<file path="config.mk">
export PLATFORM = sky130hd
export DESIGN_NAME = tli_table
export DESIGN_NICKNAME = d
export VERILOG_FILES = /design/src/rtl/tli_pkg.sv /design/src/rtl/tli_table.sv
export SDC_FILE = /design/constraint.sdc
export NUM_CORES = 2
export LEC_CHECK = 0
export BUFFER_PORTS_ARGS = -buffer_cell sky130_fd_sc_hd__buf_4
export CAP_MARGIN = 5
export CORE_ASPECT_RATIO = 1.5
export CORE_MARGIN = 4
export CORE_UTILIZATION = 25
export CTS_BUF_LIST = sky130_fd_sc_hd__clkbuf_4 sky130_fd_sc_hd__clkbuf_8 sky130_fd_sc_hd__clkbuf_16
export CTS_CLUSTER_SIZE = 30
export DETAILED_ROUTE_END_ITERATION = 8
export PLACE_DENSITY = 0.5
export SLEW_MARGIN = 20
export SYNTH_ARGS = -nofsm -noshare
export SYNTH_HDL_FRONTEND = slang
export SYNTH_SLANG_ARGS = --single-unit
</file>
<file path="constraint.sdc">
create_clock -name clk -period 5.9 [get_ports clk]
set_input_delay 1.18 -clock clk [delete_from_list [all_inputs] [get_ports clk]]
set_output_delay 1.18 -clock clk [all_outputs]
set_load 0.1 [all_outputs]
</file>
<file path="src/rtl/tli_pkg.sv">
`default_nettype none

package tli_pkg;

  localparam int DATA_W     = 32;
  localparam int MAX_POINTS = 64;
  localparam int IDX_W      = $clog2(MAX_POINTS);
  localparam int COUNT_W    = 7;
  localparam int PADDR_W    = 3;

  localparam logic signed [DATA_W-1:0] DATA_MAX = 32'sh7FFF_FFFF;
  localparam logic signed [DATA_W-1:0] DATA_MIN = 32'sh8000_0000;

  // operation codes
  localparam logic OP_LOAD  = 1'b0;
  localparam logic OP_QUERY = 1'b1;

  // register index, taken from paddr[2]
  localparam logic REG_POINT_COUNT = 1'b0;
  localparam logic REG_INSET       = 1'b1;

  typedef enum logic [1:0] {
    STAT_INTERP = 2'd0,
    STAT_LOW    = 2'd1,
    STAT_HIGH   = 2'd2
  } status_t;

  typedef enum logic [3:0] {
    ST_IDLE,
    ST_FIRST,
    ST_LAST,
    ST_SEARCH,
    ST_PREP,
    ST_DIV,
    ST_MUL,
    ST_SUM,
    ST_DONE
  } state_t;

  typedef struct packed {
    logic busy;
    logic done;
  } div_stat_t;

endpackage

`default_nettype wire

</file>
<file path="src/rtl/tli_table.sv">
`default_nettype none

module tli_table
  import tli_pkg::*;
(
  input  wire logic                     clk,
  input  wire logic                     rst,
  input  wire logic                     wr_en,
  input  wire logic [IDX_W-1:0]         wr_addr,
  input  wire logic signed [DATA_W-1:0] wr_x,
  input  wire logic signed [DATA_W-1:0] wr_y,
  input  wire logic [IDX_W-1:0]         rd_addr,
  output logic signed [DATA_W-1:0]      rd_x,
  output logic signed [DATA_W-1:0]      rd_y,
  output logic signed [DATA_W-1:0]      x_lowest,
  output logic signed [DATA_W-1:0]      x_highest
);

  logic signed [DATA_W-1:0] x_mem [MAX_POINTS];
  logic signed [DATA_W-1:0] y_mem [MAX_POINTS];

  always_ff @(posedge clk) begin
    if (wr_en) begin
      x_mem[wr_addr] <= wr_x;
      y_mem[wr_addr] <= wr_y;
    end
    rd_x <= x_mem[rd_addr];
    rd_y <= y_mem[rd_addr];
  end

  // running x range; slot 0 restarts it
  always_ff @(posedge clk) begin
    if (rst) begin
      x_lowest  <= DATA_MAX;
      x_highest <= DATA_MIN;
    end else if (wr_en) begin
      if (wr_addr == '0) begin
        x_lowest  <= wr_x;
        x_highest <= wr_x;
      end else begin
        if (wr_x < x_lowest)  x_lowest  <= wr_x;
        if (wr_x > x_highest) x_highest <= wr_x;
      end
    end
  end

endmodule

`default_nettype wire

</file>
==> flow_metrics.env <==
export IMPL_status="complete, no violations"
export IMPL_antenna_found_initial=38
export IMPL_numCtsBuffers=393
export IMPL_crit_type="in -> reg"
export IMPL_synth_top_cell_area_share_pct=76.8
export IMPL_cts_tree="done"
export IMPL_grt_remaining_overflow=0
export IMPL_syn2layout_area_growth_pct=17.2
export IMPL_vias=74500
export IMPL_critPathLaunchType="input pin"
export IMPL_fmax_mhz=266
export IMPL_holdCritPathClass="reg -> reg"
export IMPL_nNetsFinal=7071
export IMPL_dpl_hpwl_um=261000
export IMPL_gp_congestion=0.735
export IMPL_io_buffers=206
export IMPL_cts_hold_buf=0
export IMPL_critPathTopFamily="compound AO/OA/AOI/OAI gates"
export IMPL_clk_path_buf_depth=4
export IMPL_die_x_um=662
export IMPL_worstPathCellList="buf_4 -> ha_1 -> a21oi_1 -> nand2_1 -> a221o_1 -> a211oi_1 -> o22ai_4 -> buf_16 -> o21a_1 -> a211o_1"
export IMPL_hold_viol_final=0
export IMPL_final_common_cell="edfxtp_1"
export IMPL_path_clk_slew_ns=0.07
export IMPL_cts_sinks=4224
export IMPL_grt_max_degree=95
export IMPL_drtIter0Drc=8708
export IMPL_post_cts_buffers=0
export IMPL_synth_nets=6527
export IMPL_grt_pass1_vias=77400
export IMPL_max_slew_worst_pin_slew_ns=1.17
export IMPL_synth_ff_type="edfxtp_1"
export IMPL_netlist_instances=6385
export IMPL_ant_nets=0
export IMPL_die_area_mm2=0.654
export IMPL_synth_seq_cells=4224
export IMPL_critical_path_max_stage_delay_ns=0.63
export IMPL_setup_viol=0
export IMPL_drt_pre_antenna_iters=5
export IMPL_wl_um=498000
export IMPL_start_util_pct=25.1
export IMPL_viasPerCell=4.73
export IMPL_coreArea_mm2=0.638
export IMPL_synth_area_mm2=0.160
export IMPL_critPathArrivalTime_ns=4.58
export IMPL_power_density_mw_per_mm2=339
export IMPL_syn_avg_cell_area_um2=25.1
export IMPL_wl_per_cell_um=31.7
export IMPL_period_share_pct=63.6
export IMPL_finalSetupTns_ns=0
export IMPL_cts_resized=0
export IMPL_drcViolationCount=0
export IMPL_track_usage_pct=14.9
export IMPL_synth_top_cell_by_area="edfxtp_1"
export IMPL_drive_gt1_share_pct=35.0
export IMPL_drv_slew=0
export IMPL_crit_fanout=69
export IMPL_synth_cell_types=45
export IMPL_clk_latency_ns=0.99
export IMPL_rsz0062_at_grt="no"
export IMPL_slew_headroom_pct=21.8
export IMPL_utilization_pct=29.4
export IMPL_yosys_warnings=0
export IMPL_fp_row_count=359
export IMPL_endpoint_kind="flip-flop"
export IMPL_chipHeight_um=988
export IMPL_ir_drop_mv=0.227
export IMPL_min_period_ns=3.75
export IMPL_final_cell_mix="edfxtp_1 (4096), mux4_2 (1344), clkbuf_16 (401), buf_4 (379), dfxtp_1 (128)"
export IMPL_nFillCells=61400
export IMPL_maxCapViolations=0
export IMPL_leakagePower_nw=57.0
export IMPL_skew_ns=0.0565
export IMPL_ys_async_sr_fraction_pct=0
export IMPL_ctsRootBufferMaster="clkbuf_16"
export IMPL_synth_edf_count=4096
export IMPL_cp_num_buf_inv=2
export IMPL_ioPinCount=207
export IMPL_htreeDepth=5
export IMPL_cp_required_ns=6.73
export IMPL_ys_seq_area_share_pct=78.4
export IMPL_grt_pass1_wl_um=673000
export IMPL_cp_slowest_cell="a211oi_1"
export IMPL_yosys_top_cells_area="edfxtp_1 (77%), mux4_2 (19%), dfxtp_1 (1.6%)"
## per-stage QoR
| step | setup slack (ns) | instance area [um^2] | power [mW] | hold WS, ns | instances |
|---|---|---|---|---|---|
| detailed placement | 0.846 | 175000 | 38.5 | 0.495 | 15000 |
| floorplan | 0.722 | 160000 | 36.7 | 0.921 | 6385 |
| CTS | 1.87 | 188000 | 64.4 | 0.507 | 15700 |
| finish | 2.15 | 188000 | 63.6 | 0.505 | 15700 |
| global placement | 0.861 | 175000 | 38.4 | 0.493 | 15000 |
| global route | 2.01 | 188000 | 65.7 | 0.530 | 15700 |
## cells by family after synthesis
logic type,count (synthesis),synth area share [%]
fa+ha+maj,63,0.492
flops,4224,78.4
simple gates,202,0.623
mux,1345,18.9
buf+inv,402,1.09
compound gates,149,0.536
## flip-flops by register name, summed over array words and instances, names as in the netlist
| signal | flops |
|---|---|
| x_mem | 2048 |
| rd_x | 32 |
| x_highest | 32 |
| x_lowest | 32 |
| rd_y | 32 |
| y_mem | 2048 |
## Yosys cell counts, drive strengths merged, types with 2 or more instances
cell type	number
a211oi	3
a21o	4
a21oi	59
a31oi	30
and2	2
buf	146
clkbuf	187
dfxtp	128
edfxtp	4096
ha	63
inv	69
mux4	1344
nand2	18
nand3	10
nand3b	3
nand4	15
nor2	74
nor2b	5
nor3	33
nor4	4
o211ai	2
o21a	4
o21ai	36
or3	33
## cell type report
cell class / instances / area [um^2] / share of cell area [%]
Antenna cell: 8 / 20.0 / 0.0107
Clock buffer: 492 / 10800 / 5.74
Clock inverter: 226 / 2220 / 1.18
Inverter: 69 / 259 / 0.138
Multi-Input combinational cell: 1759 / 33400 / 17.8
Sequential cell: 4224 / 126000 / 66.9
Tap cell: 8483 / 10600 / 5.65
Timing Repair Buffer: 482 / 4890 / 2.61
## power by group
group | switching, mW | leakage [nW] | internal [mW]
Sequential | 0.199 | 37.9 | 33.2
Combinational | 2.86 | 12.6 | 1.48
Clock | 11.2 | 6.44 | 14.6
## metal layers
metal / GRT usage (%) / share of wire (%)
met1: 18.7 / 39
met2: 26.8 / 53
met3: 1.87 / 5.1
met4: 4.05 / 3.0
met5: 0 / 0.011
## worst paths after layout
kind | start | endpoint | slack (ns) | depth (start not counted)
setup / recovery | wr_x[30] | x_highest[31] | 2.15 | 10
hold / removal | x_lowest[11] | x_lowest[11] | 0.50 | 2
setup reg to reg | x_highest[31] | x_highest[16] | 2.55 | 9
hold reg to reg | x_lowest[11] | x_lowest[11] | 0.50 | 2
## worst register-to-register path, stage by stage (launching register included)
cell     delay [ns]
dfxtp_1        0.38
inv_1          0.06
ha_1           0.38
nand4_1        0.22
nor4_1         0.69
a21oi_1        0.21
and2_1         0.23
a32o_4         0.52
or3_1          0.43
a21oi_1        0.16
No activity file was read; power rests on OpenSTA's default activity.
