### src/rtl/tli_pkg.sv
`default_nettype none

package tli_pkg;

  localparam int DATA_W     = 32;
  localparam int MAX_POINTS = 64;
  localparam int IDX_W      = $clog2(MAX_POINTS);
  localparam int COUNT_W    = 7;
  localparam int PADDR_W    = 3;

  localparam logic signed [DATA_W-1:0] DATA_MAX = 32'sh7FFF_FFFF;
  localparam logic signed [DATA_W-1:0] DATA_MIN = 32'sh8000_0000;

  // operation codes
  localparam logic OP_LOAD  = 1'b0;
  localparam logic OP_QUERY = 1'b1;

  // register index, taken from paddr[2]
  localparam logic REG_POINT_COUNT = 1'b0;
  localparam logic REG_INSET       = 1'b1;

  typedef enum logic [1:0] {
    STAT_INTERP = 2'd0,
    STAT_LOW    = 2'd1,
    STAT_HIGH   = 2'd2
  } status_t;

  typedef enum logic [3:0] {
    ST_IDLE,
    ST_FIRST,
    ST_LAST,
    ST_SEARCH,
    ST_PREP,
    ST_DIV,
    ST_MUL,
    ST_SUM,
    ST_DONE
  } state_t;

  typedef struct packed {
    logic busy;
    logic done;
  } div_stat_t;

endpackage

`default_nettype wire

### src/rtl/tli_divider.sv
`default_nettype none

// Restoring divider: quot = floor(num * 2^FRAC_BITS / den), num <= den.
// One quotient bit per cycle, FRAC_BITS + 1 quotient bits.
module tli_divider
  import tli_pkg::*;
#(
  parameter int FRAC_BITS = 16
) (
  input  wire logic                 clk,
  input  wire logic                 rst,
  input  wire logic                 start,
  input  wire logic [DATA_W:0]      num,
  input  wire logic [DATA_W:0]      den,
  output div_stat_t                 stat,
  output logic [FRAC_BITS:0]        quot
);

  localparam int CNT_W = $clog2(FRAC_BITS + 2);

  logic [DATA_W:0] rem;
  logic [DATA_W:0] dvs;
  logic [CNT_W-1:0] cnt;
  logic            ge;
  logic [DATA_W:0] rem_sub;

  assign ge      = (rem >= dvs);
  assign rem_sub = ge ? (rem - dvs) : rem;

  always_ff @(posedge clk) begin
    if (rst) begin
      stat <= '0;
      cnt  <= '0;
    end else begin
      stat.done <= 1'b0;
      if (start) begin
        stat.busy <= 1'b1;
        cnt       <= CNT_W'(FRAC_BITS + 1);
      end else if (stat.busy) begin
        cnt <= cnt - CNT_W'(1);
        if (cnt == CNT_W'(1)) begin
          stat.busy <= 1'b0;
          stat.done <= 1'b1;
        end
      end
    end
  end

  always_ff @(posedge clk) begin
    if (start) begin
      rem  <= num;
      dvs  <= den;
      quot <= '0;
    end else if (stat.busy) begin
      // remainder stays below den < 2^32, so the shift never overflows
      rem  <= {rem_sub[DATA_W-1:0], 1'b0};
      quot <= {quot[FRAC_BITS-1:0], ge};
    end
  end

endmodule

`default_nettype wire

### config.mk
export PLATFORM = sky130hd
export DESIGN_NAME = tli_divider
export DESIGN_NICKNAME = d
export VERILOG_FILES = /design/src/rtl/tli_pkg.sv /design/src/rtl/tli_divider.sv
export SDC_FILE = /design/constraint.sdc
export NUM_CORES = 1
export LEC_CHECK = 0
export BUFFER_PORTS_ARGS = -buffer_cell sky130_fd_sc_hd__buf_2
export CAP_MARGIN = 20
export CORE_ASPECT_RATIO = 1.75
export CORE_MARGIN = 4
export CORE_UTILIZATION = 40
export DETAILED_ROUTE_END_ITERATION = 12
export PLACE_DENSITY = 0.68
export SYNTH_ARGS = -nofsm -noshare
export SYNTH_HDL_FRONTEND = slang
export SYNTH_SLANG_ARGS = --single-unit
### constraint.sdc
create_clock -name clk -period 7 [get_ports clk]
set_input_delay 2.1 -clock clk [delete_from_list [all_inputs] [get_ports clk]]
set_output_delay 2.1 -clock clk [all_outputs]
set_load 0.02 [all_outputs]
==> metrics, run 1 <==
sequential cell area fraction in the yosys report=0.437; syn_nets=about 680; wire length per cell after detailed routing=17.0 um; detailed-route vias per instance=around 5.4; upper clock frequency limit=0.269 GHz; Chip Width=97.7 um; detailed placer's ending HPWL=approximately 11000 um; Max FO, Critical Path=86; accumulated negative setup slack=0 ns; Synth top area share=0.352; Std-Cell Core Area=between 0.01 and 0.015 mm2; result of the run=completed; Setup crit end kind=register; IO buf count=87; total power=1.95 mW; Final setup violation count=0; Seq cells post-synth=90; total routing resource utilization after global routing=0.176; number of nets in the final layout=between 700 and 800; root buf cell=sky130_fd_sc_hd__clkbuf_16; count of synthesis-stage warnings from yosys=0; synthesis-to-finish area growth=14.7%; Layout fillers=1362; worst setup path category=in2reg; peak ir drop on the vdd network=0.127 mV; type of the worst min-delay path=reg2reg; Clock Skew=0.00760 ns; clock sink count=90; Period minus WS final=3.71 ns; Post-CTS Setup Repair Bufs=0; latest clock arrival within the worst-skew pair=between 0.3 and 0.4 ns; worst slew slack as a fraction of its limit=0.410; placement row count=57; routed via count=4424; number of antenna cells inserted=0; Arrival @ worst endpoint=3.81 ns; syn avg cell area=9.86 um2; Routed Wire Length=13900 um; overflow left after global routing=0; cell breakdown of the critical path=buf_4 -> buf_4 -> and3b_1 -> a221o_1; count of flip-flops with a built-in enable after synthesis=66; remaining design rule violation count=0; share of the clock period used by the worst path=0.530; gpl congestion=0.936; initial DRC count=190; die footprint=between 0.015 and 0.02 mm2; pin count of the biggest net entering global routing=a little under 90; worst-margin pin slew=about 0.88 ns; effective utilization at floorplan=0.407; Resize count post-CTS=0; top cells by area in the synthesized netlist=sky130_fd_sc_hd__edfxtp_1 (35%), sky130_fd_sc_hd__dfxtp_1 (8.5%), sky130_fd_sc_hd__ha_1 (7.8%); first-pass GRT wire length=around 23000 um; Netlist Area Pre-Place=0.00563 mm2; layout cell share with drive strength beyond 1=0.184; number of slew-limit violations in the final report=0; number of global-route vias before repair=4656; number of nets still failing antenna checks after routing=0; cts bufs inserted=9; post-route worst hold slack=0.502 ns; prevailing post-synth register cell=sky130_fd_sc_hd__edfxtp_1; H-Tree Depth=3; final hold violations=0; number of antenna violations at the first check in global routing=0; count of pins on the block boundary=between 80 and 90; cell type with the highest aggregate area in the netlist=sky130_fd_sc_hd__edfxtp_1; max-cap violation count=0; clock tree from TritonCTS=built; delay of the slowest critical-path stage=0.61 ns; RSZ-0062 raised after global routing=no; number of buffers between clock root and the deepest sink=2; vertical die dimension=165 um; Setup crit start kind=primary input; Yosys cell types=59; count of hold-fix buffers inserted at cts=0; async set-reset flop share out of synthesis=0; number of instances in the synthesized netlist=571; Clk pin slew, worst setup/hold paths=0.08 ns; required time at the endpoint of the critical path=roughly 7.1 ns; cell repeated most along the worst path=sky130_fd_sc_hd__buf_4; static leakage power=2.75 nW; CP max stage cell=sky130_fd_sc_hd__buf_4; number of optimization iterations in the first detailed-route pass=5; power per cell area=302 mW/mm2
-- flip-flops by register name, indices dropped and copies added, names as in the netlist --
name  cells
stat      2
quot     17
rem      33
dvs      33
cnt       5
-- kinds of logic after synthesis --
group           synth area share
fa+ha+maj                 0.0813
buf+inv                   0.0571
simple gates               0.162
compound gates             0.170
flops                      0.437
mux                       0.0413
xor+xnor                  0.0513
-- through the flow --
stage	setup WS (ns)	utilization	cell area (um2)	instances
4_1_cts	3.27	0.467	6460	820
2_1_floorplan	3.22	-	5630	571
6_report	3.29	0.467	6460	820
5_1_grt	2.98	0.467	6460	820
3_3_place_gp	2.94	0.445	6150	804
3_5_place_dp	2.90	0.445	6150	804
-- synthesized netlist by cell type, types with 3 or more instances --
library cell,number
sky130_fd_sc_hd__nor2b_1,11
sky130_fd_sc_hd__nor3_1,18
sky130_fd_sc_hd__clkbuf_1,14
sky130_fd_sc_hd__nand3b_1,12
sky130_fd_sc_hd__and4_1,3
sky130_fd_sc_hd__buf_1,3
sky130_fd_sc_hd__a211oi_1,5
sky130_fd_sc_hd__ha_1,35
sky130_fd_sc_hd__nor2_1,48
sky130_fd_sc_hd__a21o_1,7
sky130_fd_sc_hd__nand2_1,46
sky130_fd_sc_hd__nand3_1,6
sky130_fd_sc_hd__nand4_1,11
sky130_fd_sc_hd__edfxtp_1,66
sky130_fd_sc_hd__dfxtp_1,24
sky130_fd_sc_hd__a221o_1,12
sky130_fd_sc_hd__mux2i_1,21
sky130_fd_sc_hd__a31oi_1,4
sky130_fd_sc_hd__xnor2_1,15
sky130_fd_sc_hd__o21ai_0,19
sky130_fd_sc_hd__and3b_1,7
sky130_fd_sc_hd__o21ai_1,3
sky130_fd_sc_hd__o311ai_0,12
sky130_fd_sc_hd__buf_2,12
sky130_fd_sc_hd__nand2b_1,7
sky130_fd_sc_hd__xor2_1,18
sky130_fd_sc_hd__a21oi_1,36
sky130_fd_sc_hd__o31ai_1,3
sky130_fd_sc_hd__o211ai_1,4
sky130_fd_sc_hd__inv_1,43
sky130_fd_sc_hd__o21a_1,5
-- critical path, delay by kind of cell --
kind / cells / cell delay (ns)
compound gates: 1 / 0.25
buf+inv: 2 / 1.20
simple gates: 1 / 0.24
-- report_power, final --
group / internal [mW] / switching [mW]
registers: 0.658 / 0.0376
logic: 0.309 / 0.455
clock network: 0.255 / 0.237
total: 1.22 / 0.730
-- layer usage --
| metal | up-vias | track usage | routed length (um) |
|---|---|---|---|
| met2 | 59 | 0.350 | 8070 |
| met4 | 0 | 0.0561 | 231 |
| met3 | 14 | 0.0275 | 334 |
| li1 | 2227 | - | - |
| met5 | - | 0 | 0 |
| met1 | 2124 | 0.186 | 5310 |
-- final timing paths --
| check | startpoint | to | slack, ns | depth (start not counted) |
|---|---|---|---|---|
| worst max-delay path | start | rem[31] | 3.29 | 4 |
| worst min-delay path | quot[16] | quot[16] | 0.50 | 2 |
| worst max register to register | rem[11] | rem[21] | 3.31 | 10 |
| worst min register to register | quot[16] | quot[16] | 0.50 | 2 |
-- final cells by class --
class                           instances  area [um2]  share of cell area
Tap cell                              177         221              0.0343
Clock buffer                            9         225              0.0349
Inverter                               43         161              0.0250
Clock inverter                          7        78.8              0.0122
Timing Repair Buffer                   90         460              0.0713
Multi-Input combinational cell        404        2850               0.441
Sequential cell                        90        2460               0.381
-- cell usage in the layout, fill, tap and decap left out, types with 15 or more instances in the layout --
| cell type | n |
|---|---|
| sky130_fd_sc_hd__a21oi_1 | 36 |
| sky130_fd_sc_hd__buf_2 | 86 |
| sky130_fd_sc_hd__dfxtp_1 | 24 |
| sky130_fd_sc_hd__edfxtp_1 | 66 |
| sky130_fd_sc_hd__ha_1 | 35 |
| sky130_fd_sc_hd__inv_1 | 43 |
| sky130_fd_sc_hd__mux2i_1 | 21 |
| sky130_fd_sc_hd__nand2_1 | 46 |
| sky130_fd_sc_hd__nor2_1 | 48 |
| sky130_fd_sc_hd__nor3_1 | 18 |
| sky130_fd_sc_hd__o21ai_0 | 19 |
| sky130_fd_sc_hd__xnor2_1 | 15 |
| sky130_fd_sc_hd__xor2_1 | 18 |
(Power assumes the default switching activity.)
==> run 2: changes to the inputs <==
--- a/config.mk
+++ b/config.mk
@@ -11,7 +11,7 @@
 export CORE_MARGIN = 4
 export CORE_UTILIZATION = 40
 export DETAILED_ROUTE_END_ITERATION = 12
-export PLACE_DENSITY = 0.68
+export PLACE_DENSITY = 0.7
 export SYNTH_ARGS = -nofsm -noshare
 export SYNTH_HDL_FRONTEND = slang
 export SYNTH_SLANG_ARGS = --single-unit
==> constraint.sdc (replaced) <==
create_clock -name clk -period 3.25 [get_ports clk]
set_input_delay 0.975 -clock clk [delete_from_list [all_inputs] [get_ports clk]]
set_output_delay 0.975 -clock clk [all_outputs]
set_load 0.02 [all_outputs]
==> run 2 against run 1 <==
Compared with the run above:
- clock skew about the same
- combinational power up 140%
- clock power grew 120%
- core utilization is 2.1 points higher
- non-clock buffer count grew 24
- cell area up 4.5%
- via count rose by 3.3%
- critical endpoint is now rem[19]
- sequential power is 120% higher
- global-route usage increased by 0.28 points
==> metrics, run 2 (synthesis results as in run 1) <==
pre-CTS WS=-0.0672 ns; worst-margin pin slew=approximately 0.57 ns; power per cell area=654 mW/mm2; worst slew slack as a fraction of its limit=0.612; H-Tree Depth=3; Clock Skew=a little over 0.008 ns; CP max stage cell=sky130_fd_sc_hd__edfxtp_1; Std-Cell Core Area=0.0138 mm2; initial DRC count=240; peak ir drop on the vdd network=0.314 mV; effective utilization at floorplan=0.407; Max FO, Critical Path=31; Routed Wire Length=14300 um; filler-free cell count of the finished design=844; number of nets still failing antenna checks after routing=0; share of power burned in registers=0.339; Period minus WS final=3.10 ns; internal portion of total power=2.77 mW; Arrival @ worst endpoint=about 3.2 ns; type of the worst min-delay path=reg2reg; result of the run=completed; clock sink count=90; number of nets in the final layout=767; count of pins on the block boundary=88; Setup crit start kind=register; routed via count=~4600; pin count of the biggest net entering global routing=52; gpl congestion=between 0.8 and 0.9; synthesis-to-finish area growth=19.8%; Clk pin slew, worst setup/hold paths=0.08 ns; number of antenna violations at the first check in global routing=0; layout cell share with drive strength beyond 1=0.238; most frequent standard cell in the layout excluding fill and tap cells=sky130_fd_sc_hd__buf_2; fin worst setup slack=between 0.1 and 0.15 ns; number of antenna cells inserted=0; root buf cell=sky130_fd_sc_hd__clkbuf_16; remaining design rule violation count=0; Final setup violation count=0; Layout fillers=1342; vertical die dimension=165 um; upper clock frequency limit=0.322 GHz; delay of the slowest critical-path stage=0.37 ns; leading cell types in the layout, fill and taps excluded=sky130_fd_sc_hd__buf_2 (86), sky130_fd_sc_hd__edfxtp_1 (66), sky130_fd_sc_hd__nor2_1 (47); Chip Width=just under 100 um; static leakage power=roughly 2.9 nW; share of the clock period used by the worst path=0.955; detailed-route vias per instance=5.41; required time at the endpoint of the critical path=3.35 ns; IO buf count=87; cell breakdown of the critical path=inv_1 -> ha_2 -> a21oi_4 -> nand2_1 -> a221oi_2 -> a31oi_2 -> o31ai_1 -> o211a_1 -> buf_12 -> buf_6 -> nor3_1 -> a221o_1; Setup crit end kind=register; final hold violations=0; worst setup path category=reg2reg; placement row count=57; number of global-route vias before repair=4788; proportion of total power due to net switching=0.374; cts bufs inserted=9; Comb power frac=0.420; number of slew-limit violations in the final report=0; Inst Count DP=821; total routing resource utilization after global routing=0.179; latest clock arrival within the worst-skew pair=0.35 ns; wire length per cell after detailed routing=16.9 um; die footprint=0.0161 mm2; first-pass GRT wire length=23100 um; max-cap violation count=0; number of buffers between clock root and the deepest sink=2; largest registers=dvs x33, rem x33, quot x17; number of optimization iterations in the first detailed-route pass=7; part of the total power dissipated in the clock network=0.241; clock tree from TritonCTS=built; post-route core utilization=0.488; overflow left after global routing=0; total power=around 4.4 mW; detailed placer's ending HPWL=between 10000 and 15000 um; Switch Pwr=~1.6 mW
## run 2: cell type report
class / instances / area, um2 / area share
Multi-Input combinational cell: 404 / 2940 / 0.436
Sequential cell: 90 / 2460 / 0.365
Timing Repair Buffer: 114 / 657 / 0.0974
Clock buffer: 9 / 225 / 0.0334
Tap cell: 177 / 221 / 0.0328
Inverter: 43 / 161 / 0.0239
Clock inverter: 7 / 78.8 / 0.0117
## run 2: critical path: cells and delay by family (launching register included)
| kind | cells | cell delay, ns |
|---|---|---|
| adder cells (fa/ha/maj) | 1 | 0.33 |
| AND/OR/NAND/NOR | 2 | 0.15 |
| flip-flops | 1 | 0.37 |
| AO/OA/AOI/OAI | 6 | 1.57 |
| buffers and inverters | 3 | 0.44 |
## run 2: through the flow
stage               hold slack [ns]  cell area [um2]  setup TNS (ns)
detailed placement            0.480             6290         -0.0871
global placement              0.470             6290         -0.0341
CTS                           0.499             6610               0
floorplan                     0.469             5630               0
finish                        0.493             6750               0
global route                  0.517             6750        -0.00413
## run 2: path summary, 6_finish.rpt
kind / start / to / slack (ns) / cells past startpoint
max: dvs[11] / rem[19] / 0.15 / 12
min: quot[16] / quot[16] / 0.49 / 2
max reg2reg: dvs[11] / rem[19] / 0.15 / 12
min reg2reg: quot[16] / quot[16] / 0.49 / 2
## run 2: layer usage
layer  wire (um)  global-route usage  up-vias  part of all wire
li1            -                   -     2270                 -
met1        5170               0.179     2170              0.36
met2        8160               0.357       99              0.57
met3         506              0.0300       29             0.036
met4         414              0.0756        0             0.029
met5           0                   0        -                 0
## run 2: power by group through the flow
stage                     combinational (mW)  clock (mW)  sequential, mW
after floorplan                         1.28           0            1.49
after global placement                  1.71           0            1.52
after detailed placement                1.73           0            1.52
after CTS                               1.76        1.09            1.50
after global routing                    2.04        1.13            1.52
final                                   1.85        1.06            1.50
## run 2: what timing repair did
| item | in CTS | in global routing |
|---|---|---|
| pin swaps | 3 | 11 |
| buffers inserted | 0 | 7 |
| hold buffers | 0 | 0 |
| resized for setup | 1 | 23 |
| endpoints found under the setup margin | 2 | 12 |
| endpoints found under the hold margin | 0 | 0 |
